$ cat config.mk
export PLATFORM = sky130hd
export DESIGN_NAME = lrc_mul
export DESIGN_NICKNAME = d
export VERILOG_FILES = /design/src/hdl/lrc_pkg.sv /design/src/hdl/lrc_mul.sv
export SDC_FILE = /design/constraint.sdc
export NUM_CORES = 2
export LEC_CHECK = 0
export BUFFER_PORTS_ARGS = -buffer_cell sky130_fd_sc_hd__buf_4
export CAP_MARGIN = 5
export CORE_ASPECT_RATIO = 1.4
export CORE_MARGIN = 4
export CORE_UTILIZATION = 42
export DETAILED_ROUTE_END_ITERATION = 10
export REMOVE_ABC_BUFFERS = 1
export SYNTH_ARGS = -nofsm -noshare
export SYNTH_HDL_FRONTEND = slang
export SYNTH_SLANG_ARGS = --single-unit
$ cat constraint.sdc
create_clock -name i_clk -period 10.7 [get_ports i_clk]
set_input_delay 0.535 -clock i_clk [delete_from_list [all_inputs] [get_ports i_clk]]
set_output_delay 0.535 -clock i_clk [all_outputs]
set_load 0.02 [all_outputs]
$ cat src/hdl/lrc_pkg.sv
// lrc_pkg: shared types and constants for the line fit / correlation block.
// No dependencies; compiled first.
`timescale 1ns / 1ps

package lrc_pkg;

    // Working word of all second-order arithmetic (wraps modulo 2^64)
    localparam int W64         = 64;
    localparam int HALF        = 32;
    // Slope is Q16.16, correlation numerator shift is 15 + root pre-shift
    localparam int SLOPE_SH    = 16;
    localparam int CORR_SQ_SH  = 12;
    localparam int CORR_DIV_SH = 27;
    localparam int ICPT_SH     = 0;
    localparam int DIV_CNT_W   = 7;
    localparam int QUOT_W      = 32;
    localparam int CORR_W      = 16;

    // Saturation limits on quotient magnitude
    localparam logic [QUOT_W-1:0] LIM_POS32 = 32'h7FFF_FFFF;
    localparam logic [QUOT_W-1:0] LIM_NEG32 = 32'h8000_0000;
    localparam logic [QUOT_W-1:0] LIM_POS16 = 32'h0000_7FFF;
    localparam logic [QUOT_W-1:0] LIM_NEG16 = 32'h0000_8000;

    typedef enum logic [1:0] {
        ST_OK       = 2'd0,
        ST_ZERO_VX  = 2'd1,
        ST_ZERO_VY  = 2'd2,
        ST_OVERFLOW = 2'd3
    } t_status;

    typedef enum logic [4:0] {
        S_IDLE,
        S_ACC_XX,
        S_ACC_YY,
        S_ACC_XY,
        S_V_XX1,
        S_V_XX2,
        S_V_YY1,
        S_V_YY2,
        S_V_XY1,
        S_V_XY2,
        S_SLOPE_DIV,
        S_ICPT_MUL,
        S_ICPT_DIV,
        S_SQRT_X,
        S_SQRT_Y,
        S_CORR_MUL,
        S_CORR_DIV,
        S_FIN
    } t_state;

    // Request to the divider: magnitude, divisor, step count, clip limit
    typedef struct packed {
        logic [W64-1:0]       mag;
        logic [W64-1:0]       den;
        logic [DIV_CNT_W-1:0] iters;
        logic [QUOT_W-1:0]    lim;
    } t_div_req;

endpackage

$ cat src/hdl/lrc_mul.sv
// lrc_mul: low 64 bits of a 64x64 product from one 32x32 multiplier, three passes.
// Depends on lrc_pkg.
`timescale 1ns / 1ps

module lrc_mul import lrc_pkg::*; (
    input  logic           i_clk,
    input  logic           i_rst_n,
    input  logic           i_start,
    input  logic [W64-1:0] i_a,
    input  logic [W64-1:0] i_b,
    output logic           o_done,
    output logic [W64-1:0] o_prod
);
    localparam logic [1:0] PH_LL   = 2'd0;
    localparam logic [1:0] PH_LH   = 2'd1;
    localparam logic [1:0] PH_HL   = 2'd2;
    localparam logic [1:0] PH_LAST = 2'd3;

    logic [W64-1:0]  r_a, r_b, r_pp, r_acc;
    logic [1:0]      r_ph;
    logic            r_busy, r_done;
    logic [HALF-1:0] op_a, op_b;
    logic [W64-1:0]  mult;

    // Partial product select: lo*lo, lo*hi, hi*lo
    always_comb begin
        op_a = (r_ph == PH_HL) ? r_a[W64-1:HALF] : r_a[HALF-1:0];
        op_b = (r_ph == PH_LH) ? r_b[W64-1:HALF] : r_b[HALF-1:0];
        mult = op_a * op_b;
    end

    // Control
    always_ff @(posedge i_clk) begin
        if (!i_rst_n) begin
            r_busy <= 1'b0;
            r_done <= 1'b0;
            r_ph   <= PH_LL;
        end else begin
            r_done <= 1'b0;
            if (i_start && !r_busy) begin
                r_busy <= 1'b1;
                r_ph   <= PH_LL;
            end else if (r_busy) begin
                r_ph <= r_ph + 2'd1;
                if (r_ph == PH_LAST) begin
                    r_busy <= 1'b0;
                    r_done <= 1'b1;
                end
            end
        end
    end

    // Datapath: product register, then accumulate the shifted cross terms
    always_ff @(posedge i_clk) begin
        if (i_start && !r_busy) begin
            r_a <= i_a;
            r_b <= i_b;
        end
        if (r_busy) begin
            r_pp <= mult;
            case (r_ph)
                PH_LH:   r_acc <= r_pp;
                PH_HL,
                PH_LAST: r_acc <= r_acc + {r_pp[HALF-1:0], {HALF{1'b0}}};
                default: r_acc <= r_acc;
            endcase
        end
    end

    assign o_done = r_done;
    assign o_prod = r_acc;

endmodule

==> impl_results.md <==
- CTS Buffer Depth: 3
- EDFF count, synth: 256
- Max-cap violations: 0
- First-pass GRT wire length: 215 mm
- Register area share after synthesis: 18.0%
- Global route overflow: 0
- Port Buffers: 195
- Gate Count Post-Synth: 4,428
- Worst setup SP type: flip-flop
- Fmax: 0.103 GHz
- Detailed Route Iter0 Violations: 2,254
- DRT antenna net count: 0
- Status: complete, no violations
- Max-slew violations: 0
- GRT Util Overall: 26.8%
- Setup violators final: 0
- Hold-fix buffers, CTS: 0
- Drt wl/cell: 24.4 microns
- Nets: 5,879
- Remaining DRCs: 0
- Total negative setup slack: 0 ps
- Die Area: 108,000 sq um
- RSZ-0062 raised after global routing: false
- Cell Area, Synth: 43,300 sq um
- Die height: 388 microns
- Number of global-route vias before repair: 34,652
- Clk_lat worst skew: 640 ps
- Average size of a mapped cell: 9.77 sq um
- Yosys reg bits: 260
- Top_reg_cell synth: edfxtp_1
- HPWL after DPL: 116 mm
- Clk slew on worst S/H paths: 60 ps
- Final Hold Vio Count: 0
- Worst-path fanout max: 31
- Largest net degree at the start of global routing: 74
- Post-synthesis cell type count: 71
- H-Tree Depth: 1
- Routed WL: 144 mm
- Share of cells above drive strength 1: 10.2%
- Most Frequent Cell on Critical Path: fa_1
- Warning count from the yosys run: 0
- Crit path cell chain: inv_1, ha_4, mux2i_2, nor2_1, fa_1, inv_1, fa_1, fa_1, fa_1, inv_1, fa_1, fa_1, fa_1, fa_1, ha_1, a21oi_1, o21ai_0, nor3_1, a21boi_1, o21ai_0, a41oi_1, a21oi_1, a311oi_1
- Post-route minimum period: 9680 ps
- I/O pin total: 196
- Dpl cells: 5,860
- Vias: 32,321
- Post-CTS Repair Setup Buffers: 0
- Clk_skew: 35.3 ps
- Clock tree from TritonCTS: done
- Area leader, netlist: fa_1
- Slowest Stage Delay on Critical Path: 1180 ps
- Rel. slew slack: 6.24%
- Initial Utilization: 42.2%
- Initial antenna violation count: 1
- Slowest library cell on the worst path: mux2i_2
- Post-Layout Cell Count: 5,913
- Final period utilization: 90.5%
- Worst Tran Pin Value: 1380 ps
- Post-synth ARST share: 0%
- Crit path DAT: 10,110 ps
- Core Region: 102,000 sq um
- Top cells by instance count after synthesis: fa_1, inv_1, nor2_1
- Worst min path class: in2reg
- Root buf cell: clkbuf_16
- Fillers: 9,720
- Synth area leaders: fa_1, edfxtp_1, ha_1, inv_1, nor2_1
- Row count: 139
- P&R area growth vs syn: 10.1%
- Total iterations of the first detailed-routing run: 6
- Yosys top cell area share: 41.5%
- DIE WIDTH: 279 microns
- Vias per std cell: 5.47
- CTS buffer count: 29
- CP Capture Type: flip-flop
- GPL Wtd Cong: 1.01
- Most frequent cell after synthesis: fa_1
- Post-CTS sizing: 0
- Worst EP required: 11,120 ps
- Clock sink total: 260
- Worst hold slack: 71.1 ps
- CP Class: reg2reg
flip-flops by register name (all words and copies together), names as in the netlist:
register  cells
r_a          64
o_done        1
r_b          64
o_prod       64
r_ph          2
r_busy        1
r_pp         64
critical path, delay by kind of cell (launching register included):
kind	cells	cell delay [ps]
buffers and inverters	3	280
and+or+nand+nor	2	320
AOI/OAI and AO/OA	7	2020
muxes	1	1180
DFF	1	360
adders and majority gates	10	5240
placed cells by master (no fill, tap or decap), drive strengths merged, types with 8 or more instances in the layout:
cell type	netlist	routed
o21a	8	8
ha	299	299
buf	12	290
nor2b	17	17
xor2	40	40
and2	40	40
nor3	17	17
mux2i	64	64
fa	897	897
clkbuf	185	36
nand2b	13	13
nand4	21	21
o31ai	9	9
mux2	65	65
a211oi	17	17
nor2	634	634
o21bai	15	15
nand2	545	545
xnor2	47	47
o21ai	60	60
inv	895	899
a21o	51	51
a21oi	113	113
edfxtp	256	256
nand3	21	21
per-stage QoR:
stage	instance area, sq um	worst slack, ps	util (%)
global route	47600	765	46.5
global placement	46600	1270	45.5
CTS	47600	1150	46.5
finish	47600	1020	46.5
detailed placement	46600	1160	45.5
floorplan	42500	715	-
routing by layer:
metal | track usage, % | vias up | wire (microns)
met3 | 4.56 | 456 | 11300
met1 | 30.4 | 16550 | 49100
li1 | - | 13748 | -
met5 | 0 | - | 0
met2 | 46.2 | 1567 | 71400
met4 | 17.6 | 0 | 12500
cells by family after synthesis:
logic type | after synthesis | share of synthesized area (%)
and+or+nand+nor | 1335 | 12.4
adders and majority gates | 1196 | 50.2
buffers and inverters | 1092 | 9.50
AOI/OAI and AO/OA | 329 | 5.02
DFF | 260 | 18.0
muxes | 129 | 3.17
xor gates and xnor gates | 87 | 1.76
final cells by class:
type                            instances  area, sq um  share of cell area [%]
Multi-Input combinational cell       3076        31700                    66.5
Sequential cell                       260         7770                    16.3
Inverter                              895         3360                    7.05
Timing Repair Buffer                  290         2180                    4.57
Tap cell                             1339         1680                    3.52
Clock buffer                           36          792                    1.66
Clock inverter                         16          189                   0.397
Antenna cell                            1         2.50                 0.00525
path summary, 6_finish.rpt:
path                            slack [ps]    endpoint     start  depth (start not counted)
worst min-delay path                    70      r_b[9]    i_b[9]                          1
worst max-delay path                  1020    r_pp[57]   r_ph[0]                         23
worst max register to register        1020    r_pp[57]   r_ph[0]                         23
worst min register to register         520  o_prod[32]  r_pp[32]                          2
Power is left out: the tool's default activity adds up to more than one toggle a clock period on the data nets, which glitch-free logic cannot reach.
