**src/hdl/lrc_pkg.sv**
```systemverilog
// lrc_pkg: shared types and constants for the line fit / correlation block.
// No dependencies; compiled first.
`timescale 1ns / 1ps

package lrc_pkg;

    // Working word of all second-order arithmetic (wraps modulo 2^64)
    localparam int W64         = 64;
    localparam int HALF        = 32;
    // Slope is Q16.16, correlation numerator shift is 15 + root pre-shift
    localparam int SLOPE_SH    = 16;
    localparam int CORR_SQ_SH  = 12;
    localparam int CORR_DIV_SH = 27;
    localparam int ICPT_SH     = 0;
    localparam int DIV_CNT_W   = 7;
    localparam int QUOT_W      = 32;
    localparam int CORR_W      = 16;

    // Saturation limits on quotient magnitude
    localparam logic [QUOT_W-1:0] LIM_POS32 = 32'h7FFF_FFFF;
    localparam logic [QUOT_W-1:0] LIM_NEG32 = 32'h8000_0000;
    localparam logic [QUOT_W-1:0] LIM_POS16 = 32'h0000_7FFF;
    localparam logic [QUOT_W-1:0] LIM_NEG16 = 32'h0000_8000;

    typedef enum logic [1:0] {
        ST_OK       = 2'd0,
        ST_ZERO_VX  = 2'd1,
        ST_ZERO_VY  = 2'd2,
        ST_OVERFLOW = 2'd3
    } t_status;

    typedef enum logic [4:0] {
        S_IDLE,
        S_ACC_XX,
        S_ACC_YY,
        S_ACC_XY,
        S_V_XX1,
        S_V_XX2,
        S_V_YY1,
        S_V_YY2,
        S_V_XY1,
        S_V_XY2,
        S_SLOPE_DIV,
        S_ICPT_MUL,
        S_ICPT_DIV,
        S_SQRT_X,
        S_SQRT_Y,
        S_CORR_MUL,
        S_CORR_DIV,
        S_FIN
    } t_state;

    // Request to the divider: magnitude, divisor, step count, clip limit
    typedef struct packed {
        logic [W64-1:0]       mag;
        logic [W64-1:0]       den;
        logic [DIV_CNT_W-1:0] iters;
        logic [QUOT_W-1:0]    lim;
    } t_div_req;

endpackage

```
**src/hdl/lrc_div.sv**
```systemverilog
// lrc_div: restoring divider, one quotient bit a cycle, floor(mag*2^sh/den) clipped.
// Depends on lrc_pkg (t_div_req).
`timescale 1ns / 1ps

module lrc_div import lrc_pkg::*; (
    input  logic              i_clk,
    input  logic              i_rst_n,
    input  logic              i_start,
    input  t_div_req          i_req,
    output logic              o_done,
    output logic [QUOT_W-1:0] o_quot
);
    logic [W64-1:0]       r_num, r_rem, r_den;
    logic [QUOT_W-1:0]    r_lim;
    logic [QUOT_W+1:0]    r_q;
    logic                 r_sat, r_busy, r_done;
    logic [DIV_CNT_W-1:0] r_cnt;

    logic [W64:0]      rem_sh, diff;
    logic              ge, over;
    logic [QUOT_W+1:0] q_nx;

    // One trial subtraction per cycle
    always_comb begin
        rem_sh = {r_rem, r_num[W64-1]};
        diff   = rem_sh - {1'b0, r_den};
        ge     = (rem_sh >= {1'b0, r_den});
        q_nx   = {r_q[QUOT_W:0], ge};
        over   = (q_nx > {2'b00, r_lim});
    end

    // Control
    always_ff @(posedge i_clk) begin
        if (!i_rst_n) begin
            r_busy <= 1'b0;
            r_done <= 1'b0;
        end else begin
            r_done <= 1'b0;
            if (i_start && !r_busy) begin
                // divide by zero answers zero at once
                if (i_req.den == '0) begin
                    r_done <= 1'b1;
                end else begin
                    r_busy <= 1'b1;
                end
            end else if (r_busy) begin
                if (over || r_cnt == DIV_CNT_W'(1)) begin
                    r_busy <= 1'b0;
                    r_done <= 1'b1;
                end
            end
        end
    end

    // Datapath
    always_ff @(posedge i_clk) begin
        if (i_start && !r_busy) begin
            r_num <= i_req.mag;
            r_den <= i_req.den;
            r_lim <= i_req.lim;
            r_cnt <= i_req.iters;
            r_rem <= '0;
            r_q   <= '0;
            r_sat <= 1'b0;
        end else if (r_busy) begin
            r_num <= {r_num[W64-2:0], 1'b0};
            r_rem <= ge ? diff[W64-1:0] : rem_sh[W64-1:0];
            r_q   <= q_nx;
            r_sat <= over;
            r_cnt <= r_cnt - DIV_CNT_W'(1);
        end
    end

    assign o_done = r_done;
    assign o_quot = r_sat ? r_lim : r_q[QUOT_W-1:0];

endmodule

```
**config.mk**
```make
export PLATFORM = sky130hd
export DESIGN_NAME = lrc_div
export DESIGN_NICKNAME = d
export VERILOG_FILES = /design/src/hdl/lrc_pkg.sv /design/src/hdl/lrc_div.sv
export SDC_FILE = /design/constraint.sdc
export NUM_CORES = 1
export LEC_CHECK = 0
export BUFFER_PORTS_ARGS = -buffer_cell sky130_fd_sc_hd__buf_2
export CAP_MARGIN = 40
export CORE_ASPECT_RATIO = 0.9
export CORE_MARGIN = 5
export CORE_UTILIZATION = 40
export CTS_CLUSTER_SIZE = 12
export DETAILED_ROUTE_END_ITERATION = 16
export MAX_ROUTING_LAYER = met4
export PLACE_DENSITY_LB_ADDON = 0.3
export SETUP_SLACK_MARGIN = 0.15
export SLEW_MARGIN = 10
export SYNTH_ARGS = -nofsm -noshare
export SYNTH_HDL_FRONTEND = slang
export SYNTH_SLANG_ARGS = --single-unit
```
**constraint.sdc**
```tcl
create_clock -name i_clk -period 6.5 [get_ports i_clk]
set_clock_uncertainty 0.05 [all_clocks]
set_input_delay 0.325 -clock i_clk [delete_from_list [all_inputs] [get_ports i_clk]]
set_output_delay 0.325 -clock i_clk [all_outputs]
set_load 0.01 [all_outputs]
```
==> results of run 1 <==
==> registers in the layout (all words and copies together), names as in the netlist <==
name    cells
r_busy      1
r_lim      32
r_rem      64
r_sat       1
r_den      64
r_num      64
r_q        33
r_cnt       7
o_done      1
==> area by class of cell <==
class / instances / area, sq um
Inverter: 123 / 464
Tap cell: 490 / 613
Timing Repair Buffer: 380 / 2790
Sequential cell: 267 / 7020
Clock buffer: 46 / 895
Fill cell: 3359 / 18800
Antenna cell: 5 / 12.5
Multi-Input combinational cell: 1069 / 7500
Clock inverter: 12 / 128
==> synth_stat cells (32+ instances only) <==
master and instances:
ha_1 98, dfxtp_1 100, mux2_2 97, edfxtp_1 167
nand4_1 32, xnor2_1 36, clkbuf_1 49, inv_1 122
a21o_1 41, a21oi_1 117, nand2_1 180, o21ai_0 91
o21ai_1 32, buf_2 32, nor2_1 55
==> cells in the final DEF (no fill, tap or decap), types with 5 or more instances in the layout <==
| master | count |
|---|---|
| buf_2 | 204 |
| nor2b_1 | 5 |
| clkbuf_1 | 8 |
| o21ai_0 | 91 |
| edfxtp_1 | 167 |
| nor4_1 | 23 |
| a21oi_1 | 117 |
| a31oi_1 | 19 |
| a22o_1 | 18 |
| o31ai_1 | 7 |
| and4_1 | 5 |
| ha_1 | 98 |
| nand2_1 | 180 |
| buf_4 | 10 |
| o21a_1 | 13 |
| a21o_1 | 41 |
| o21bai_1 | 14 |
| nor2_1 | 53 |
| or3_1 | 7 |
| nand4_1 | 32 |
| o21ai_1 | 32 |
| mux2_2 | 97 |
| mux2i_1 | 18 |
| nand3_1 | 22 |
| nand2b_1 | 6 |
| clkbuf_16 | 32 |
| dlygate4sd3_1 | 164 |
| xor2_1 | 24 |
| dfxtp_1 | 99 |
| a211oi_1 | 6 |
| inv_1 | 120 |
| a32oi_1 | 11 |
| and2_1 | 8 |
| and3_1 | 6 |
| nor3_1 | 12 |
| diode_2 | 5 |
| xnor2_1 | 36 |
==> metrics by stage <==
step	total power, mW	setup WS, ps	hold slack (ps)
floorplan	3.20	1990	374
global placement	3.51	1930	403
detailed placement	3.53	1820	409
CTS	5.36	1800	1.18
global route	5.63	1330	4.30
finish	5.34	1860	7.96
==> power by group <==
group	internal (mW)	leakage [nW]	switching (mW)	total (mW)
clock	1.03	0.502	0.708	1.74
combinational	0.630	5.32	0.852	1.48
sequential	2.01	2.44	0.110	2.12
total	3.67	8.26	1.67	5.34
==> per-layer routing <==
| layer | vias to the layer above | share of wire (%) | wire length, um |
|---|---|---|---|
| li1 | 6285 | - | - |
| met1 | 5983 | 47 | 20100 |
| met2 | 369 | 46 | 19500 |
| met3 | 61 | 5.3 | 2250 |
| met4 | 0 | 1.8 | 777 |
| met5 | - | 0 | 0 |
==> kinds of logic after synthesis <==
family | Yosys count | share of synthesized area [%]
adder cells (fa/ha/maj) | 99 | 8.10
AO/OA/AOI/OAI | 417 | 17.2
flip-flops | 267 | 45.6
AND/OR/NAND/NOR | 377 | 11.6
multiplexers | 116 | 8.35
XOR/XNOR | 60 | 3.42
buffers and inverters | 211 | 5.69
==> path summary, 6_finish.rpt <==
check,start,endpoint,depth (start not counted)
max,r_den[14],o_done,20
min,i_req[116],r_num[13],2
max reg2reg,r_den[14],o_done,20
min reg2reg,r_rem[13],r_rem[13],2
==> worst max-delay path, delay by kind of cell (launching register included) <==
kind            cells  cell delay, ps
simple gates        5             570
compound gates     11            2440
fa+ha+maj           2             620
flops               1             330
buf+inv             2             530
==> impl_metrics.yaml, run 1 <==
synth:
  synth_edf_count: 167
  ys.flop_type: "edfxtp_1"
  synth-seq-area-share_pct: 45.6
  synth.area.top_cells: "edfxtp_1 33%, dfxtp_1 13%, ha_1 8.0%"
  ys_warn_count: 0
  syn_area_sq_um: 15400
  synthArstFlopShare_pct: 0
  yosysUniqueCellTypes: 79
  netlist.top_cell.by_area: "edfxtp_1"
  syn-num-nets: 1816
  syn-instance-count: 1547
  synth.top_cell.area_share_pct: 32.6
  ys_seq_elements: 267
  syn_area_per_cell_sq_um: 9.94
placed_design:
  dp.cells: 2165
  dp_hpwl_um: 28900
  port_buffers: 202
  place_area_sq_um: 16700
  gp_congestion: 0.920
drt:
  wl_um: 42600
  drt_first_pass_iters: 5
  viasPerCell: 5.31
  drc: 0
  drtAntennaViolNets: 0
  wire_per_inst_um: 17.8
  drt_iter0_markers: 847
  vias: 12700
cts:
  h-tree-depth: 1
  cts_tree: "yes"
  cts.sinks: 267
  cts_buffers: 31
  cts_setup_buffers: 0
  clockBufferDepth: 3
  cts_hold_buf: 164
  cts_resized: 0
  clk_pin_slew_worst_paths_ps: 60
  cts-root-buf: "clkbuf_16"
  clkLatencyLatePin_ps: 580
worst_setup_path:
  slowest_stage: "o311ai_1"
  crit_required_ps: 6920
  worstSetupPathType: "flop to flop"
  cp_common_cell: "o21a_1"
  critPathCaptureType: "flop"
  crit_arrival_ps: 5060
  reg2reg_slack_ps: 1860
  critPathLaunchType: "flop"
  slowest_delay_ps: 520
  cp_cell_sequence: "inv_1, ha_1, a21oi_1, o21ai_1, o311ai_1, nor4_2, a2111oi_4, nor2_4, inv_4, ha_1, nor2b_1, o21a_1, o21a_1, o21a_1, o21a_1, o21ai_0, a21oi_1, o221ai_1, nand3_1, and2_1"
  crit_fanout: 59
finish:
  layout-drive-gt1-share_pct: 20.3
  fin_util_pct: 50.8
  layout.cells.non_filler: 2392
  fin_area_sq_um: 19400
  area_delta_synth_final_pct: 26.2
  nNetsFinal: 2141
hold_path:
  hp-class: "primary input to flop"
die:
  dieWidth_um: 217
  core_sq_um: 38200
  io_pins: 203
  fp-row-count: 68
  die_area_sq_um: 42500
  fp.dieH_um: 196
  start_util_pct: 40.3
pwr:
  power_density_nw_per_um2: 275
  ir_worst_vdd_mv: 0.201
  leakage_nw: 8.26
global_route:
  top_usage_layer: "met2"
  use_met3_pct: 3.44
  gr-usage-met2_pct: 30.6
  grt.overflow.total: 0
  antenna_found_initial: 5
  track_usage_pct: 19.5
  grt_first_pass_wirelength_um: 66800
  grtUsageMet1_pct: 26.7
  grt_pass1_vias: 12700
  grt_max_degree: 96
sta:
  hold_violations: 0
  slew_headroom_pct: 45.3
  max_freq_ghz: 0.216
  setup_viol: 0
  rsz0062_at_grt: "false"
  period_share_pct: 71.4
  worst_slew_pin_slew_ps: 821
  finalMaxSlewViolations: 0
  final.min_clock_period_ps: 4640
  fin_setup_tns_ps: 0
flow_run:
  cap_viol_max_count: 0
outcome:
  status: "complete, no violations"
(Power assumes the default switching activity.)
==> inputs of run 2 (changes only) <==
==> constraint.sdc (replaced) <==
create_clock -name i_clk -period 4.55 [get_ports i_clk]
set_clock_uncertainty 0.05 [all_clocks]
set_input_delay 0.2275 -clock i_clk [delete_from_list [all_inputs] [get_ports i_clk]]
set_output_delay 0.2275 -clock i_clk [all_outputs]
set_load 0.01 [all_outputs]
==> run 2 against run 1 <==
  * Flip-flop and latch count unchanged
  * Worst hold slack improved by 140 ps
  * Combinational power increased by 44%
  * Sequential share of layout area about the same
  * First-iteration DRC count increased by 17%
  * Final cell count about the same
  * Register-to-register slack got worse by 1400 ps
  * Die area unchanged
  * Non-clock buffer count increased by 6
  * Fmax increased by 14%
  * Critical path type unchanged
  * Critical endpoint unchanged
  * Largest cell class unchanged
==> impl_metrics.yaml, run 2 (synthesis results as in run 1) <==
cts:
  clk_pin_slew_worst_paths_ps: 60
  h-tree-depth: 1
  clkLatencyLatePin_ps: 590
  cts-root-buf: "clkbuf_16"
  cts_tree: "yes"
  cts_buffers: 30
  cts.sinks: 267
  clockBufferDepth: 3
drt:
  viasPerCell: 5.36
  drt_iter0_markers: 995
  vias: 12800
  wire_per_inst_um: 18.0
  drt_first_pass_iters: 6
  wl_um: 43000
  drtAntennaViolNets: 0
  drc: 0
finish:
  layout.cells.most_common_list: "203 x buf_2, 180 x nand2_1, 168 x dlygate4sd3_1"
  area_delta_synth_final_pct: 26.2
  fin_area_sq_um: 19400
  reg.largest.list: "r_den: 64 flops, r_num: 64 flops, r_rem: 64 flops"
  layout-drive-gt1-share_pct: 20.5
  nNetsFinal: 2146
  final_common_cell: "buf_2"
pwr:
  p_clk_share_pct: 30.6
  power_density_nw_per_um2: 383
  ir_worst_vdd_mv: 0.342
  seqPwrFrac_pct: 40.8
  leakage_nw: 8.25
  switching_share_pct: 32.0
  internal_power_mw: 5.06
  p_switching_mw: 2.38
  p_comb_share_pct: 28.7
worst_setup_path:
  worstSetupPathType: "flop to flop"
  critPathCaptureType: "flop"
  critPathLaunchType: "flop"
  crit_required_ps: 4980
  crit_fanout: 7
  crit_arrival_ps: 4510
outcome:
  status: "complete, no violations"
die:
  dieWidth_um: 217
  die_area_sq_um: 42500
  fp.dieH_um: 196
  fp-row-count: 68
  start_util_pct: 40.3
  core_sq_um: 38200
  io_pins: 203
global_route:
  grt_max_degree: 108
  track_usage_pct: 20.2
  grt_first_pass_wirelength_um: 69100
  antenna_found_initial: 5
  grt_pass1_vias: 12900
  grt.overflow.total: 0
hold_path:
  hp-class: "primary input to flop"
placed_design:
  gp_congestion: 0.914
  port_buffers: 202
  dp_hpwl_um: 29300
  place_area_sq_um: 16800
sta:
  period_share_pct: 89.7
  rsz0062_at_grt: "false"
  hold_violations: 0
  final.min_clock_period_ps: 4080
  slew_headroom_pct: 37.0
  worst_slew_pin_slew_ps: 946
  finalMaxSlewViolations: 0
  fin_setup_tns_ps: 0
  max_freq_ghz: 0.245
  whs_ps: 147
  setup_viol: 0
flow_run:
  cap_viol_max_count: 0
## run 2: cell types whose count changed in the layout (fill, tap and decap cells not counted), moves of 2 or more
cell,delta
clkbuf_8,-3
buf_12,+2
ha_2,+2
clkinv_4,+2
clkbuf_4,-3
ha_1,-2
dlygate4sd3_1,+4
clkbuf_16,-2
clkinv_2,+4
## run 2: metrics by stage
step	power, mW	instances	util, %	setup slack (ps)
detailed placement	5.06	2166	43.9	429
CTS	7.47	2388	50.7	405
floorplan	4.57	1547	-	431
global placement	5.02	2163	43.8	548
finish	7.44	2394	50.8	469
global route	7.87	2394	50.8	151
## run 2: worst max-delay path, cell delays in order (launching register included)
cell	delay [ps]
edfxtp_1	370
inv_1	70
ha_2	320
a21oi_2	140
o21ai_1	120
a211oi_1	220
nor2_1	80
or4_4	500
a2111oi_4	400
nor2_4	90
inv_4	70
ha_1	130
nor2b_1	40
o21a_1	160
o21a_1	160
o21a_1	170
o21a_1	160
o21ai_1	130
a21oi_1	100
o221ai_2	200
nand3_2	110
and2_1	180
## run 2: final cells by class
class,instances,area (sq um)
antenna,5,12.5
clock inverter,15,133
inverter,123,464
clock buffer,39,785
multi-input combinational,1069,7530
fill,3420,18800
sequential,267,7020
tap,490,613
timing repair buffer,386,2870
## run 2: worst paths after layout
| check | startpoint | end | slack [ps] | cells past startpoint |
|---|---|---|---|---|
| max | r_den[58] | o_done | 470 | 21 |
| min reg2reg | r_rem[5] | r_rem[5] | 420 | 2 |
| max reg2reg | r_den[58] | o_done | 470 | 21 |
| min | i_start | r_q[21] | 150 | 3 |
## run 2: metal layers
layer | vias to the layer above | track usage, % | share of wire (%)
li1 | 6281 | - | -
met1 | 6136 | 27.9 | 47
met2 | 343 | 32.3 | 46
met3 | 61 | 3.21 | 5.1
met4 | 0 | 3.53 | 1.6
met5 | - | - | 0
## run 2: power by group through the flow
stage          Clock [mW]  Sequential, mW  Combinational, mW
2_1_floorplan           0            3.02               1.54
3_3_place_gp            0            3.07               1.95
3_5_place_dp            0            3.07               1.99
4_1_cts              2.33            3.02               2.11
5_1_grt              2.45            3.06               2.37
6_report             2.27            3.03               2.13
## run 2: repair_timing
item                                   4_1_cts  5_1_grt
setup endpoints to repair                    0        2
endpoints found under the hold margin      169        0
buffers inserted                             0        1
gates resized for setup                      0        6
hold buffers                               168        0
==> inputs of run 3 (changes only) <==
--- a/config.mk
+++ b/config.mk
@@ -7,11 +7,12 @@
 export LEC_CHECK = 0
 export BUFFER_PORTS_ARGS = -buffer_cell sky130_fd_sc_hd__buf_2
 export CAP_MARGIN = 40
-export CORE_ASPECT_RATIO = 0.9
+export CORE_ASPECT_RATIO = 0.5
 export CORE_MARGIN = 5
 export CORE_UTILIZATION = 40
 export CTS_CLUSTER_SIZE = 12
 export DETAILED_ROUTE_END_ITERATION = 16
+export GPL_TIMING_DRIVEN = 0
 export MAX_ROUTING_LAYER = met4
 export PLACE_DENSITY_LB_ADDON = 0.3
 export SETUP_SLACK_MARGIN = 0.15
==> run 3 against run 2 <==
  * Non-clock buffer count up 88
  * Core utilization up 2.1 points
  * Global-route usage up 1.3 points
  * Clock power down 4%
  * Critical path depth up 3
  * Largest cell class unchanged
==> impl_metrics.yaml, run 3 (synthesis results as in run 1) <==
finish:
  layout-drive-gt1-share_pct: 22.3
  layout.cells.non_filler: 2511
  fin_area_sq_um: 19900
  nFillCells: 3389
  regArea_sq_um: 7020
  layout.cells.most_common_list: "234 x buf_2, 180 x nand2_1, 169 x dlygate4sd3_1"
  final_common_cell: "buf_2"
  multi_input_area_sq_um: 7640
  fin_util_pct: 52.9
  nNetsFinal: 2232
  area_delta_synth_final_pct: 29.6
  reg.largest.list: "r_den: 64 flops, r_num: 64 flops, r_rem: 64 flops"
cts:
  clockBufferDepth: 3
  clkLatencyLatePin_ps: 580
  cts-root-buf: "clkbuf_16"
  h-tree-depth: 1
  cts_buffers: 28
  cts.sinks: 267
  cts_tree: "yes"
  clk_pin_slew_worst_paths_ps: 60
global_route:
  grt_max_degree: 106
  grt.overflow.total: 0
  grt_pass1_vias: 13200
  antenna_found_initial: 6
  grt_first_pass_wirelength_um: 71500
  track_usage_pct: 21.5
sta:
  rsz0062_at_grt: "true"
  slew_headroom_pct: 43.8
  finalMaxSlewViolations: 0
  setup_viol: 0
  max_freq_ghz: 0.234
  fin_setup_tns_ps: 0
  period_share_pct: 93.8
  worst_slew_pin_slew_ps: 844
  hold_violations: 0
  final.min_clock_period_ps: 4270
drt:
  drt_first_pass_iters: 6
  drt_iter0_markers: 1088
  drc: 0
  drtAntennaViolNets: 0
  wire_per_inst_um: 18.3
  wl_um: 46000
  vias: 13100
  viasPerCell: 5.24
worst_setup_path:
  cp_top_family: "compound AO/OA/AOI/OAI gates"
  worstSetupPathType: "flop to flop"
  crit_end: "o_done"
  critPathCaptureType: "flop"
  cp.depth: 24
  critPathLaunchType: "flop"
  reg2reg_to: "o_done"
  crit_fanout: 7
  slowest_stage: "or4_4"
  reg2reg_slack_ps: 280
  cp_common_cell: "o21a_1"
  r2r_start: "r_den[24]"
  crit_required_ps: 4960
  crit_arrival_ps: 4680
  slowest_delay_ps: 440
  cp-startpoint: "r_den[24]"
  rr_worst_depth: 24
  crit_buf_inv: 5
  cp_cell_sequence: "inv_1, ha_1, buf_2, nand4_1, nor3_1, nand4_1, nor4_1, or4_4, a2111oi_4, nor2_4, inv_4, buf_12, buf_12, ha_4, nor2b_1, o21a_1, o21a_1, o21a_1, o21a_1, o21ai_2, a21oi_2, o221ai_2, nand3_2, and2_1"
die:
  io_pins: 203
  dieWidth_um: 287
  die_area_sq_um: 42700
  fp.dieH_um: 149
  core_sq_um: 37700
  start_util_pct: 40.8
  fp-row-count: 50
pwr:
  leakage_nw: 8.48
  ir_worst_vdd_mv: 0.259
  finalPower_mw: 7.56
  power_density_nw_per_um2: 379
placed_design:
  place_area_sq_um: 17100
  dp.cells: 2273
  port_buffers: 202
  dp_hpwl_um: 32200
  gp_congestion: 0.943
hold_path:
  hold_start: "i_req[7]"
  hp-class: "primary input to flop"
flow_run:
  cap_viol_max_count: 0
outcome:
  status: "complete, no violations"
run 3: cell types whose count changed in the layout (fill, tap and decap cells not counted), moves of 3 or more:
cell / before / now
o21ai_1: 33 / 28
clkbuf_2: 0 / 7
buf_6: 0 / 6
buf_2: 203 / 234
clkinv_2: 8 / 3
clkbuf_8: 0 / 4
clkbuf_1: 9 / 54
o21ai_2: 2 / 7
a21oi_2: 1 / 7
a21oi_1: 117 / 110
ha_4: 0 / 3
run 3: repair_timing:
item,CTS,global route
buffers inserted,3,7
pin swaps,4,23
endpoints found under the hold margin,170,0
hold buffers,169,0
endpoints found under the setup margin,3,3
resized for setup,10,40
run 3: layer usage:
layer  global-route usage, %  vias to the layer above  wire length (um)
li1                        -                     6461                 -
met1                    27.0                     6234             20000
met2                    35.9                      358             22200
met3                    3.78                       95              2530
met4                    6.62                        0              1340
met5                       -                        -                 0
run 3: how the worst min path moves through the flow:
stage	cells after the start	to	slack [ps]
after floorplan	0	r_den[0]	280
after global placement	1	r_lim[6]	350
after detailed placement	1	r_lim[25]	360
after CTS	2	r_lim[8]	290
after global routing	2	r_lim[7]	310
final	2	r_lim[7]	320
run 3: per-stage QoR:
stage	hold slack [ps]	worst slack, ps
finish	319	282
global route	305	111
CTS	291	181
detailed placement	356	-270
global placement	354	-224
floorplan	276	431
run 3: worst register-to-register path: cells and delay by family (launching register included):
family	cells	cell delay [ps]
AO/OA/AOI/OAI	8	1520
flip-flops	1	380
AND/OR/NAND/NOR	9	1350
buffers and inverters	5	530
adder cells (fa/ha/maj)	2	340
run 3: layout make-up:
type | count | area share, %
Multi-Input combinational cell | 1069 | 38.3
Sequential cell | 267 | 35.2
Timing Repair Buffer | 386 | 14.2
Clock buffer | 44 | 3.97
Tap cell | 520 | 3.26
Inverter | 123 | 2.34
Buffer | 88 | 2.28
Clock inverter | 8 | 0.333
Antenna cell | 6 | 0.0753
run 3: power breakdown:
group | switching, mW | internal [mW]
combinational | 1.35 | 0.995
sequential | 0.152 | 2.87
clock | 0.990 | 1.20
