`src/hdl/lrc_pkg.sv`:
```
// lrc_pkg: shared types and constants for the line fit / correlation block.
// No dependencies; compiled first.
`timescale 1ns / 1ps

package lrc_pkg;

    // Working word of all second-order arithmetic (wraps modulo 2^64)
    localparam int W64         = 64;
    localparam int HALF        = 32;
    // Slope is Q16.16, correlation numerator shift is 15 + root pre-shift
    localparam int SLOPE_SH    = 16;
    localparam int CORR_SQ_SH  = 12;
    localparam int CORR_DIV_SH = 27;
    localparam int ICPT_SH     = 0;
    localparam int DIV_CNT_W   = 7;
    localparam int QUOT_W      = 32;
    localparam int CORR_W      = 16;

    // Saturation limits on quotient magnitude
    localparam logic [QUOT_W-1:0] LIM_POS32 = 32'h7FFF_FFFF;
    localparam logic [QUOT_W-1:0] LIM_NEG32 = 32'h8000_0000;
    localparam logic [QUOT_W-1:0] LIM_POS16 = 32'h0000_7FFF;
    localparam logic [QUOT_W-1:0] LIM_NEG16 = 32'h0000_8000;

    typedef enum logic [1:0] {
        ST_OK       = 2'd0,
        ST_ZERO_VX  = 2'd1,
        ST_ZERO_VY  = 2'd2,
        ST_OVERFLOW = 2'd3
    } t_status;

    typedef enum logic [4:0] {
        S_IDLE,
        S_ACC_XX,
        S_ACC_YY,
        S_ACC_XY,
        S_V_XX1,
        S_V_XX2,
        S_V_YY1,
        S_V_YY2,
        S_V_XY1,
        S_V_XY2,
        S_SLOPE_DIV,
        S_ICPT_MUL,
        S_ICPT_DIV,
        S_SQRT_X,
        S_SQRT_Y,
        S_CORR_MUL,
        S_CORR_DIV,
        S_FIN
    } t_state;

    // Request to the divider: magnitude, divisor, step count, clip limit
    typedef struct packed {
        logic [W64-1:0]       mag;
        logic [W64-1:0]       den;
        logic [DIV_CNT_W-1:0] iters;
        logic [QUOT_W-1:0]    lim;
    } t_div_req;

endpackage

```
`src/hdl/lrc_sqrt.sv`:
```
// lrc_sqrt: bit-pair integer square root, floor, one result bit a cycle.
// Depends on lrc_pkg.
`timescale 1ns / 1ps

module lrc_sqrt import lrc_pkg::*; (
    input  logic              i_clk,
    input  logic              i_rst_n,
    input  logic              i_start,
    input  logic [W64-1:0]    i_val,
    output logic              o_done,
    output logic [QUOT_W-1:0] o_root
);
    localparam logic [W64-1:0] BIT_TOP = {2'b01, {(W64-2){1'b0}}};

    logic [W64-1:0] r_v, r_res, r_bit;
    logic           r_busy, r_done;
    logic [W64-1:0] trial;
    logic           ge;

    always_comb begin
        trial = r_res + r_bit;
        ge    = (r_v >= trial);
    end

    // Control: ends on the step in which the marker bit reaches bit 0
    always_ff @(posedge i_clk) begin
        if (!i_rst_n) begin
            r_busy <= 1'b0;
            r_done <= 1'b0;
        end else begin
            r_done <= 1'b0;
            if (i_start && !r_busy) begin
                r_busy <= 1'b1;
            end else if (r_busy && r_bit[0]) begin
                r_busy <= 1'b0;
                r_done <= 1'b1;
            end
        end
    end

    // Datapath
    always_ff @(posedge i_clk) begin
        if (i_start && !r_busy) begin
            r_v   <= i_val;
            r_res <= '0;
            r_bit <= BIT_TOP;
        end else if (r_busy) begin
            if (ge) begin
                r_v   <= r_v - trial;
                r_res <= (r_res >> 1) + r_bit;
            end else begin
                r_res <= r_res >> 1;
            end
            r_bit <= r_bit >> 2;
        end
    end

    assign o_done = r_done;
    assign o_root = r_res[QUOT_W-1:0];

endmodule

```
`config.mk`:
```
export PLATFORM = sky130hd
export DESIGN_NAME = lrc_sqrt
export DESIGN_NICKNAME = d
export VERILOG_FILES = /design/src/hdl/lrc_pkg.sv /design/src/hdl/lrc_sqrt.sv
export SDC_FILE = /design/constraint.sdc
export NUM_CORES = 1
export LEC_CHECK = 0
export ABC_AREA = 1
export BUFFER_PORTS_ARGS = -buffer_cell sky130_fd_sc_hd__buf_2
export CORE_UTILIZATION = 50
export CTS_CLUSTER_SIZE = 16
export DETAILED_ROUTE_END_ITERATION = 7
export PLACE_DENSITY = 0.79
export SETUP_SLACK_MARGIN = 0.1
export SLEW_MARGIN = 5
export SYNTH_ARGS = -nofsm -noshare
export SYNTH_HDL_FRONTEND = slang
export SYNTH_SLANG_ARGS = --single-unit
export TNS_END_PERCENT = 30
```
`constraint.sdc`:
```
create_clock -name i_clk -period 8.5 [get_ports i_clk]
set_clock_uncertainty 0.15 [all_clocks]
set_input_delay 0.425 -clock i_clk [delete_from_list [all_inputs] [get_ports i_clk]]
set_output_delay 0.425 -clock i_clk [all_outputs]
set_load 0.02 [all_outputs]
```
==> impl_summary.md, run 1 <==
Run status
The flow ran to the end, and the final reports show no timing, DRC or antenna violations.

Worst hold path
Along the worst hold path, the cell count comes to 3. The sink of the worst hold path is r_v[41]$_DFFE_PP_. The min-delay analysis places its worst path in the category primary input to register.

The launch point of the worst hold path is i_val[41].

Worst setup path
The critical-path cell with the highest stage delay is sky130_fd_sc_hd__dfxtp_1. The startpoint identified for the worst register-to-register timing path is r_res[10]$_SDFFE_PP0P_. The critical path's top delay family is simple AND/OR/NAND/NOR gates. The delay contributed by the slowest stage of the critical path is 610 ps. The most numerous cell type found on the critical path is sky130_fd_sc_hd__nand2_1. The category of the most critical setup path is register to register. The worst setup path is captured at a register. STA classifies the critical path startpoint as a register.

The signal on the critical path passes through ha_1 > nand2_1 > o21ai_1 > nor2_1 > nand2_1 > o21ai_0 > o21ai_1 > nand2_1 > nand2_1 > a21oi_1 > xor2_1 > ha_1 > a21oi_1 > nand2_1 > a21oi_1 > nand2_1 > a21oi_4 > buf_4 > nand2_2 > nand2_2 > nand2_2 > buf_4. For the worst flop-to-flop path, the logic depth is 22. The terminus of the critical flop-to-flop path is r_v[5]$_DFFE_PP_. The endpoint required time on the critical path is 8580 ps. The sum of buffers and inverters on the critical path is 2.

The largest fanout of any net on the critical path is 22. The signal arrival time at the worst endpoint is 6210 ps. Across all register-to-register paths, the minimum setup slack is 2370 ps.

Drt
The remaining number of nets flagged by the antenna check after routing is 0. The routed wire length per instance is 18.9 um. Dividing the detail-routed via count by the number of cells gives 5.63. The post-detailed-routing wire length is 76800 um. The via count is 22865.

The number of remaining DRC errors is 0. For this block, the initial DRC count from the detailed router was 2349. The first detailed-routing pass took 7 iterations.

Floorplan
The initial core utilization is 0.510. The placeable core region is 0.0389 sq mm. The die outline area is 0.0405 sq mm. The die is 201 um tall. For this design the top-level I/O count stands at 100. The total number of placement rows is 72. The horizontal extent of the die is 201 um.

GRT
The number of global-route vias before repair was 21505. Entering global routing, the biggest net connects 148 pins. Global routing finished with a remaining overflow of 0.

In the global route stage, overall resource usage came out at 0.378. The number of antenna violations at the first check in global routing is 0. The first global-routing pass estimated 117000 um of wire.

STA
The aggregate negative setup slack is 0 ps. The smallest clock period supported by the final layout is computed as 6130 ps. The measured slew at the worst slew-check pin is 928 ps. The count of final hold-check violations came to 0. Setup repair after global routing left no endpoint under its margin. Timing would allow up to 0.163 GHz. Of the available clock period, the critical path in the final layout requires 0.722. The worst slew margin relative to its limit is 0.374. Setup violations remaining at the end of the flow were counted as 0. The max-slew violation total from the final report came to 0.

Clock tree
After clock tree synthesis, the repair step resized 0 gates. No sink is reached through more buffers than the 2 on the longest clock path. The later pin in the worst-skew pair is clocked with a latency of 520 ps. The number of buffers inserted for hold repair after clock tree synthesis is 1. The number of levels in the clock H-tree is 4. Buffers inserted during clock tree synthesis total 17. The TritonCTS clock tree is yes. The buffer count from post-CTS setup fixing is 0. The clock-pin transition on the worst setup and hold timing paths is 80 ps. The clock sink count is 162. The CTS root buffer is sky130_fd_sc_hd__clkbuf_16.

Placed design
Counting tap cells, the placed design contains a total of 4027 instances. The count of input and output buffers is 99. The placer congestion estimate is 1.11.

Detailed placement ended at an HPWL of 62600 um.

Yosys
The count of yosys warnings during synthesis is 0. The number of nets in the synthesized netlist is 3710. The most used flip-flop cell after synthesis is sky130_fd_sc_hd__dfxtp_1. The area of the mapped netlist is 0.0199 sq mm. After synthesis, the share of flip-flops with an asynchronous set or reset is 0. The count of different cell masters after synthesis is 42. Of the synthesized area, sequential elements account for 0.196. After synthesis the netlist holds a flip-flop and latch count of 162. After technology mapping, the gate count stands at 3512. The number of synthesized flops with an enable pin is 64. The synthesized area per cell is 5.65 sq um.

Layout
The number of antenna diodes in the final layout is 0. From synthesis to final layout, the design area changed by 6.17%. In the final design database the tool counted 3727 nets. Excluding fillers, the count of instances in the completed layout stands at 4060.

In the layout the commonest cells are sky130_fd_sc_hd__nand2_1, sky130_fd_sc_hd__inv_1, sky130_fd_sc_hd__nor2_1. Of the cells placed in the final design, the portion with a size suffix greater than 1 is 0.0477. The leading cell type in the layout, fill and taps excluded is sky130_fd_sc_hd__nand2_1.

Power and ir drop
The analysis attributes to cell leakage a power of 9.58 nW. The power density of the placed cells is 386 mW/mm^2. The maximum VDD drop is 0.000297 V.

Flow run
The max-cap violation count is 0.
[Yosys cell counts, types with 5 or more instances]
| library cell | n | area, sq um |
|---|---|---|
| sky130_fd_sc_hd__xnor2_1 | 60 | 526 |
| sky130_fd_sc_hd__nor2_1 | 387 | 1450 |
| sky130_fd_sc_hd__buf_4 | 35 | 263 |
| sky130_fd_sc_hd__nand3b_1 | 35 | 263 |
| sky130_fd_sc_hd__buf_2 | 28 | 140 |
| sky130_fd_sc_hd__xor2_1 | 52 | 455 |
| sky130_fd_sc_hd__a211oi_1 | 5 | 37.5 |
| sky130_fd_sc_hd__ha_1 | 130 | 1630 |
| sky130_fd_sc_hd__edfxtp_1 | 64 | 1920 |
| sky130_fd_sc_hd__a31oi_1 | 17 | 106 |
| sky130_fd_sc_hd__inv_2 | 6 | 22.5 |
| sky130_fd_sc_hd__nand4_1 | 33 | 206 |
| sky130_fd_sc_hd__a21oi_1 | 216 | 1080 |
| sky130_fd_sc_hd__nand2_1 | 1192 | 4470 |
| sky130_fd_sc_hd__nor4_1 | 8 | 50.1 |
| sky130_fd_sc_hd__o21bai_1 | 28 | 210 |
| sky130_fd_sc_hd__buf_1 | 6 | 22.5 |
| sky130_fd_sc_hd__or2_2 | 6 | 37.5 |
| sky130_fd_sc_hd__nand3_1 | 288 | 1440 |
| sky130_fd_sc_hd__nor3_1 | 40 | 200 |
| sky130_fd_sc_hd__clkbuf_1 | 42 | 158 |
| sky130_fd_sc_hd__dfxtp_1 | 98 | 1960 |
| sky130_fd_sc_hd__nand2_2 | 6 | 37.5 |
| sky130_fd_sc_hd__o22ai_1 | 30 | 188 |
| sky130_fd_sc_hd__a21o_1 | 9 | 67.6 |
| sky130_fd_sc_hd__o21ai_0 | 140 | 701 |
| sky130_fd_sc_hd__o211ai_1 | 5 | 37.5 |
| sky130_fd_sc_hd__o21ai_1 | 11 | 55.1 |
| sky130_fd_sc_hd__inv_1 | 512 | 1920 |
[cells by family (layout without fill, tap and decap cells)]
| logic type | after synthesis | after routing | synth area share |
|---|---|---|---|
| and+or+nand+nor | 2005 | 2005 | 0.415 |
| AOI/OAI and AO/OA | 471 | 471 | 0.129 |
| adders and majority gates | 131 | 131 | 0.0829 |
| buffers and inverters | 631 | 661 | 0.128 |
| xor gates and xnor gates | 112 | 112 | 0.0494 |
| DFF | 162 | 162 | 0.196 |
[per-stage QoR]
stage | power, mW | cell area, sq um | hold WS, ps | setup WS [ps] | utilization
2_1_floorplan | 5.62 | 19900 | 313 | 3320 | -
3_3_place_gp | 7.12 | 20500 | 341 | 2660 | 0.527
3_5_place_dp | 7.15 | 20500 | 333 | 2530 | 0.527
4_1_cts | 7.98 | 21100 | 14.9 | 2490 | 0.542
5_1_grt | 8.76 | 21100 | 39.4 | 1990 | 0.542
6_report | 8.14 | 21100 | 37.6 | 2370 | 0.542
[layer usage]
layer / vias up / GRT usage / wire length [um]
met3: 228 / 0.0497 / 5740
met4: 0 / 0.229 / 4770
met2: 1039 / 0.626 / 34900
met5: - / 0 / 0
li1: 11256 / - / -
met1: 10342 / 0.467 / 31300
[worst max-delay path by stage]
| stage | from | to | slack (ps) | cells after the start |
|---|---|---|---|---|
| global placement | r_res[10]$_SDFFE_PP0P_ | r_v[51]$_DFFE_PP_ | 2660 | 22 |
| detailed placement | r_res[10]$_SDFFE_PP0P_ | r_v[4]$_DFFE_PP_ | 2530 | 22 |
| CTS | r_res[10]$_SDFFE_PP0P_ | r_v[5]$_DFFE_PP_ | 2490 | 22 |
| finish | r_res[10]$_SDFFE_PP0P_ | r_v[5]$_DFFE_PP_ | 2370 | 22 |
| floorplan | r_res[4]$_SDFFE_PP0P_ | r_v[0]$_DFFE_PP_ | 3320 | 23 |
| global route | r_res[10]$_SDFFE_PP0P_ | r_v[5]$_DFFE_PP_ | 1990 | 22 |
[worst reg2reg max path: cells and delay by family, from the launching register on]
kind / cells / cell delay, ps
xor+xnor: 1 / 310
fa+ha+maj: 2 / 690
buf+inv: 2 / 750
compound gates: 7 / 1540
flops: 1 / 610
simple gates: 10 / 1790
[where the power goes]
group / internal, mW / switching, mW / leakage, nW / total, mW
sequential: 1.24 / 0.471 / 1.43 / 1.71
clock: 0.386 / 0.410 / 0.278 / 0.797
combinational: 1.87 / 3.76 / 7.88 / 5.63
total: 3.50 / 4.64 / 9.58 / 8.14
[registers in the layout, indices dropped and copies added, names as in the netlist]
name	flops
r_res	64
r_v	64
r_bit	32
o_done	1
r_busy	1
[cell type report]
cell class              instances  area [sq um]
well taps                     518           648
multi-input cells            2719         13400
inverters                     518          1940
repair buffers                111           601
fillers                      4289         17800
clock inverters                15           138
flip-flops and latches        162          3880
clock buffers                  17           425
No activity file was read; power rests on OpenSTA's default activity.
==> run 2, diff against run 1 <==
--- a/config.mk
+++ b/config.mk
@@ -5,12 +5,12 @@
 export SDC_FILE = /design/constraint.sdc
 export NUM_CORES = 1
 export LEC_CHECK = 0
-export ABC_AREA = 1
+export ABC_AREA = 0
 export BUFFER_PORTS_ARGS = -buffer_cell sky130_fd_sc_hd__buf_2
 export CORE_UTILIZATION = 50
 export CTS_CLUSTER_SIZE = 16
 export DETAILED_ROUTE_END_ITERATION = 7
-export PLACE_DENSITY = 0.79
+export PLACE_DENSITY = 0.82
 export SETUP_SLACK_MARGIN = 0.1
 export SLEW_MARGIN = 5
 export SYNTH_ARGS = -nofsm -noshare
==> constraint.sdc (replaced) <==
create_clock -name i_clk -period 5.3 [get_ports i_clk]
set_clock_uncertainty 0.15 [all_clocks]
set_input_delay 0.265 -clock i_clk [delete_from_list [all_inputs] [get_ports i_clk]]
set_output_delay 0.265 -clock i_clk [all_outputs]
set_load 0.02 [all_outputs]
==> run 2 against run 1 <==
- the run now ends with hold timing left
- clock power grew 71%
- synthesized cell count shrank 42%
- largest cell class unchanged
- global-route usage shrank 5.6 points
- setup slack lost 2200 ps
- fmax grew 19%
- final area shrank 12%
- critical path depth is the same
- cell count shrank 36%
- core utilization grew 7.9 points
- clock-buffer cell count is the same
==> impl_summary.md, run 2 <==
Layout
The filler cell count is 2387. The leading cell type in the layout, fill and taps excluded is sky130_fd_sc_hd__nand2_1. In the final layout, flip-flops and latches occupy 0.00389 sq mm. The diode insertion count for antenna repair is 0.

The final layout contains 2383 nets. In the final layout, the registers with the most flip-flops are r_res: 64 flops, r_v: 64 flops, r_bit: 32 flops. In the layout the commonest cells are sky130_fd_sc_hd__nand2_1, sky130_fd_sc_hd__o21ai_0, sky130_fd_sc_hd__a21oi_1. After routing the design area is 0.0186 sq mm.

The area growth from synthesis to final layout is 20.7%. The fraction of final layout cells sized beyond drive strength 1 is 0.188. Summing all multi-input logic gate instances after layout gives 0.0114 sq mm.

The non-filler instance count after layout is 2588.

Placed design
The placed standard-cell area is 0.0168 sq mm. The post-placement cell count is 2500. The placement-stage worst setup slack is -81.3 ps. The placer congestion estimate is 0.993. The HPWL after detailed placement is 37800 um. The count of buffers added on input and output ports is 99.

Worst setup path
The setup check on the worst reg-to-reg path leaves a slack of 150 ps. The category of the most critical setup path is register to register. The endpoint required time on the critical path is 5320 ps. The signal arrival time at the worst endpoint is 5170 ps. The element type at the critical path start is a register. In this run the worst path has a maximum fanout of 10. The launching point of the worst reg2reg path is r_res[12]$_SDFFE_PP0P_. The number of cells on the worst reg-to-reg path is 22. The terminus of the critical flop-to-flop path is r_v[54]$_DFFE_PP_. Tracing the worst setup path back leads to its startpoint at r_res[12]$_SDFFE_PP0P_.

The worst setup path is captured at a register.

Floorplan
For this design the top-level I/O count stands at 100. The total number of placement rows is 63. The floorplan die height is 178 um. The initial core utilization is 0.514. The die is 178 um wide.

The die covers 0.0316 sq mm. The region available for standard cell placement spans 0.0300 sq mm.

Run status
The final reports fail on hold timing. The run finished, with violations left.

Clock tree
The clock-pin transition on the worst setup and hold timing paths is 80 ps. TritonCTS created 17 clock buffers. The CTS root buffer is sky130_fd_sc_hd__clkbuf_16. In this run the number of H-tree levels came out at 4.

The clock sink count is 162. TritonCTS built the clock tree. The clock latency reported for the late side of the worst-skew pair is 460 ps. The worst-case clock buffer depth is 2.

STA
The max-slew violation total from the final report came to 0. The post-route clock period utilization is 0.972. The final-report setup violation count is 0.

The time the worst path needs with I/O delays and setup is 5150 ps. The worst hold margin is -2.08 ps. Headroom to the max-slew limit came out at 0.484. The final worst slack is 147 ps. The count of final hold-check violations was 2.

Setup repair after global routing left no endpoint under its margin. The timing-limited maximum frequency is 0.194 GHz. For the final routed database, the setup TNS stands at 0 ps. For the pin with the worst max-slew slack, the measured transition is 774 ps.

Yosys
Synthesis produced a netlist whose cell count is 2020. By count the netlist is led by sky130_fd_sc_hd__nand2_1, sky130_fd_sc_hd__o21ai_0, sky130_fd_sc_hd__a21oi_1, sky130_fd_sc_hd__nor2_1, sky130_fd_sc_hd__ha_1. Of the post-synthesis cell area, the dominant cell type holds 0.127. For this run, asynchronously set or reset flops after synthesis account for 0. For this run, the register share of the synthesized area comes to 0.252.

The dominant register cell in the synthesized netlist is sky130_fd_sc_hd__dfxtp_1. The mapped netlist covers 0.0154 sq mm. The net count after synthesis is 2218.

The cell type contributing the most total cell area after synthesis is sky130_fd_sc_hd__dfxtp_1. Yosys mapped the design onto 86 distinct sky130hd cell types. By area the synthesized netlist is led by sky130_fd_sc_hd__dfxtp_1, sky130_fd_sc_hd__edfxtp_1, sky130_fd_sc_hd__ha_1. The number of synthesized flops with an enable pin is 64. The count of yosys warnings during synthesis is 0. A synthesized cell averages 7.64 sq um.

Counting flops and latches in the post-synthesis netlist gives 162. By instance count, the leading cell after synthesis is sky130_fd_sc_hd__nand2_1.

GRT
The number of antenna violations at the first check in global routing was 0. The first global-routing pass estimated 80200 um of wire. The total overflow left after global routing is 0. The number of global-route vias before repair was 15330. The pin count of the biggest net entering global routing is 66. The global routing usage summed across all routing layers is 0.322.

Drt
The post-detailed-routing wire length is 53600 um. For this block, the via count after detailed routing is 17026. Dividing the detail-routed wire length by the instance count gives 20.7 um. After the first detailed-routing iteration, the DRC count stood at 2143. Dividing the detail-routed via count by the number of cells gives 6.58.

The remaining number of nets flagged by the antenna check after routing is 0. Before antenna repair, the detailed router went through 6 iterations. The number of remaining DRC errors is 0.

Flow run
Max-cap violations in this run came to 0.

Worst hold path
The startpoint identified for the worst hold timing path is i_val[39]. The sink of the worst hold path is r_v[39]$_DFFE_PP_. In this run the worst hold path is classified as primary input to register. The worst hold path cell count is 3.

Power and ir drop
The maximum VDD drop is 0.000347 V. The combinational share of power is 0.626. The total net switching power is 4.15 mW. Summed over all cells, the static leakage comes to 7.22 nW.

The internal power of the cells totals 4.72 mW. The power density of the placed cells is 476 mW/mm^2. Of the total power, the clock network draws 0.153. The sequential share of power is 0.221. The switching share of power is 0.467.
[run 2: changes by cell type after synthesis, sizes merged, moves of 50 or more]
cell	before	now
nand2	1198	276
inv	518	43
nand3	288	36
nor2	391	153
a31oi	17	74
a21o	9	59
a21oi	218	168
[run 2: cell type report]
class | instances | area share
Multi-Input combinational cell | 1679 | 0.611
Sequential cell | 162 | 0.209
Timing Repair Buffer | 281 | 0.112
Tap cell | 390 | 0.0262
Clock buffer | 17 | 0.0228
Clock inverter | 15 | 0.0103
Inverter | 44 | 0.00886
[run 2: worst max path at each step]
stage,end,cells past startpoint
3_3_place_gp,r_res[14]$_SDFFE_PP0P_,21
5_1_grt,r_res[47]$_SDFFE_PP0P_,22
4_1_cts,r_v[57]$_DFFE_PP_,24
2_1_floorplan,r_v[0]$_DFFE_PP_,20
3_5_place_dp,r_res[49]$_SDFFE_PP0P_,23
6_report,r_v[54]$_DFFE_PP_,22
[run 2: power by group through the flow]
stage | Clock, mW | Combinational [mW] | Sequential, mW
floorplan | 0 | 3.52 | 1.88
global placement | 0 | 4.85 | 1.95
detailed placement | 0 | 4.95 | 1.96
CTS | 1.35 | 5.04 | 1.93
global route | 1.40 | 5.98 | 1.97
finish | 1.36 | 5.56 | 1.96
[run 2: per-stage QoR]
| stage | hold slack, ps | util | power [mW] |
|---|---|---|---|
| floorplan | 237 | - | 5.40 |
| global placement | 315 | 0.560 | 6.80 |
| finish | -2.08 | 0.621 | 8.87 |
| global route | 13.8 | 0.621 | 9.36 |
| detailed placement | 333 | 0.560 | 6.91 |
| CTS | 1.64 | 0.596 | 8.32 |
[run 2: timing repair]
item | CTS | global route
gates resized for setup | 15 | 125
gates cloned | 0 | 5
endpoints found under the setup margin | 117 | 157
hold buffers | 37 | 0
pin swaps | 4 | 43
endpoints found under the hold margin | 38 | 0
setup buffers | 2 | 12
[run 2: cells by family (layout without fill, tap and decap cells)]
| family | after synthesis | in the layout | synth area share |
|---|---|---|---|
| muxes | 16 | 16 | 0.0106 |
| AOI/OAI and AO/OA | 694 | 694 | 0.283 |
| DFF | 162 | 162 | 0.252 |
| buffers and inverters | 179 | 357 | 0.0529 |
| and+or+nand+nor | 680 | 680 | 0.205 |
| xor gates and xnor gates | 158 | 158 | 0.0896 |
| adders and majority gates | 131 | 131 | 0.107 |
[run 2: critical path, stage by stage, from the launching register on]
cell and delay (ps):
sky130_fd_sc_hd__dfxtp_1 340, sky130_fd_sc_hd__ha_1 320, sky130_fd_sc_hd__buf_4 170, sky130_fd_sc_hd__a31oi_2 240, sky130_fd_sc_hd__o22ai_1 110, sky130_fd_sc_hd__o21bai_2 210
sky130_fd_sc_hd__a31oi_2 220, sky130_fd_sc_hd__buf_4 190, sky130_fd_sc_hd__a21oi_1 70, sky130_fd_sc_hd__nand3b_1 350, sky130_fd_sc_hd__nand2b_1 160, sky130_fd_sc_hd__a21oi_1 90
sky130_fd_sc_hd__xnor2_1 360, sky130_fd_sc_hd__ha_1 270, sky130_fd_sc_hd__nand4_1 190, sky130_fd_sc_hd__buf_4 200, sky130_fd_sc_hd__o21ai_2 190, sky130_fd_sc_hd__a21oi_2 110
sky130_fd_sc_hd__o21ai_4 220, sky130_fd_sc_hd__o21ai_1 100, sky130_fd_sc_hd__buf_4 210, sky130_fd_sc_hd__nand2_8 170, sky130_fd_sc_hd__buf_4 220
[run 2: per-layer routing]
| layer | global-route usage | up-vias | part of all wire |
|---|---|---|---|
| met5 | 0 | - | 0 |
| li1 | - | 7771 | - |
| met1 | 0.456 | 7962 | 0.42 |
| met4 | 0.112 | 0 | 0.033 |
| met2 | 0.486 | 1134 | 0.43 |
| met3 | 0.0585 | 159 | 0.11 |
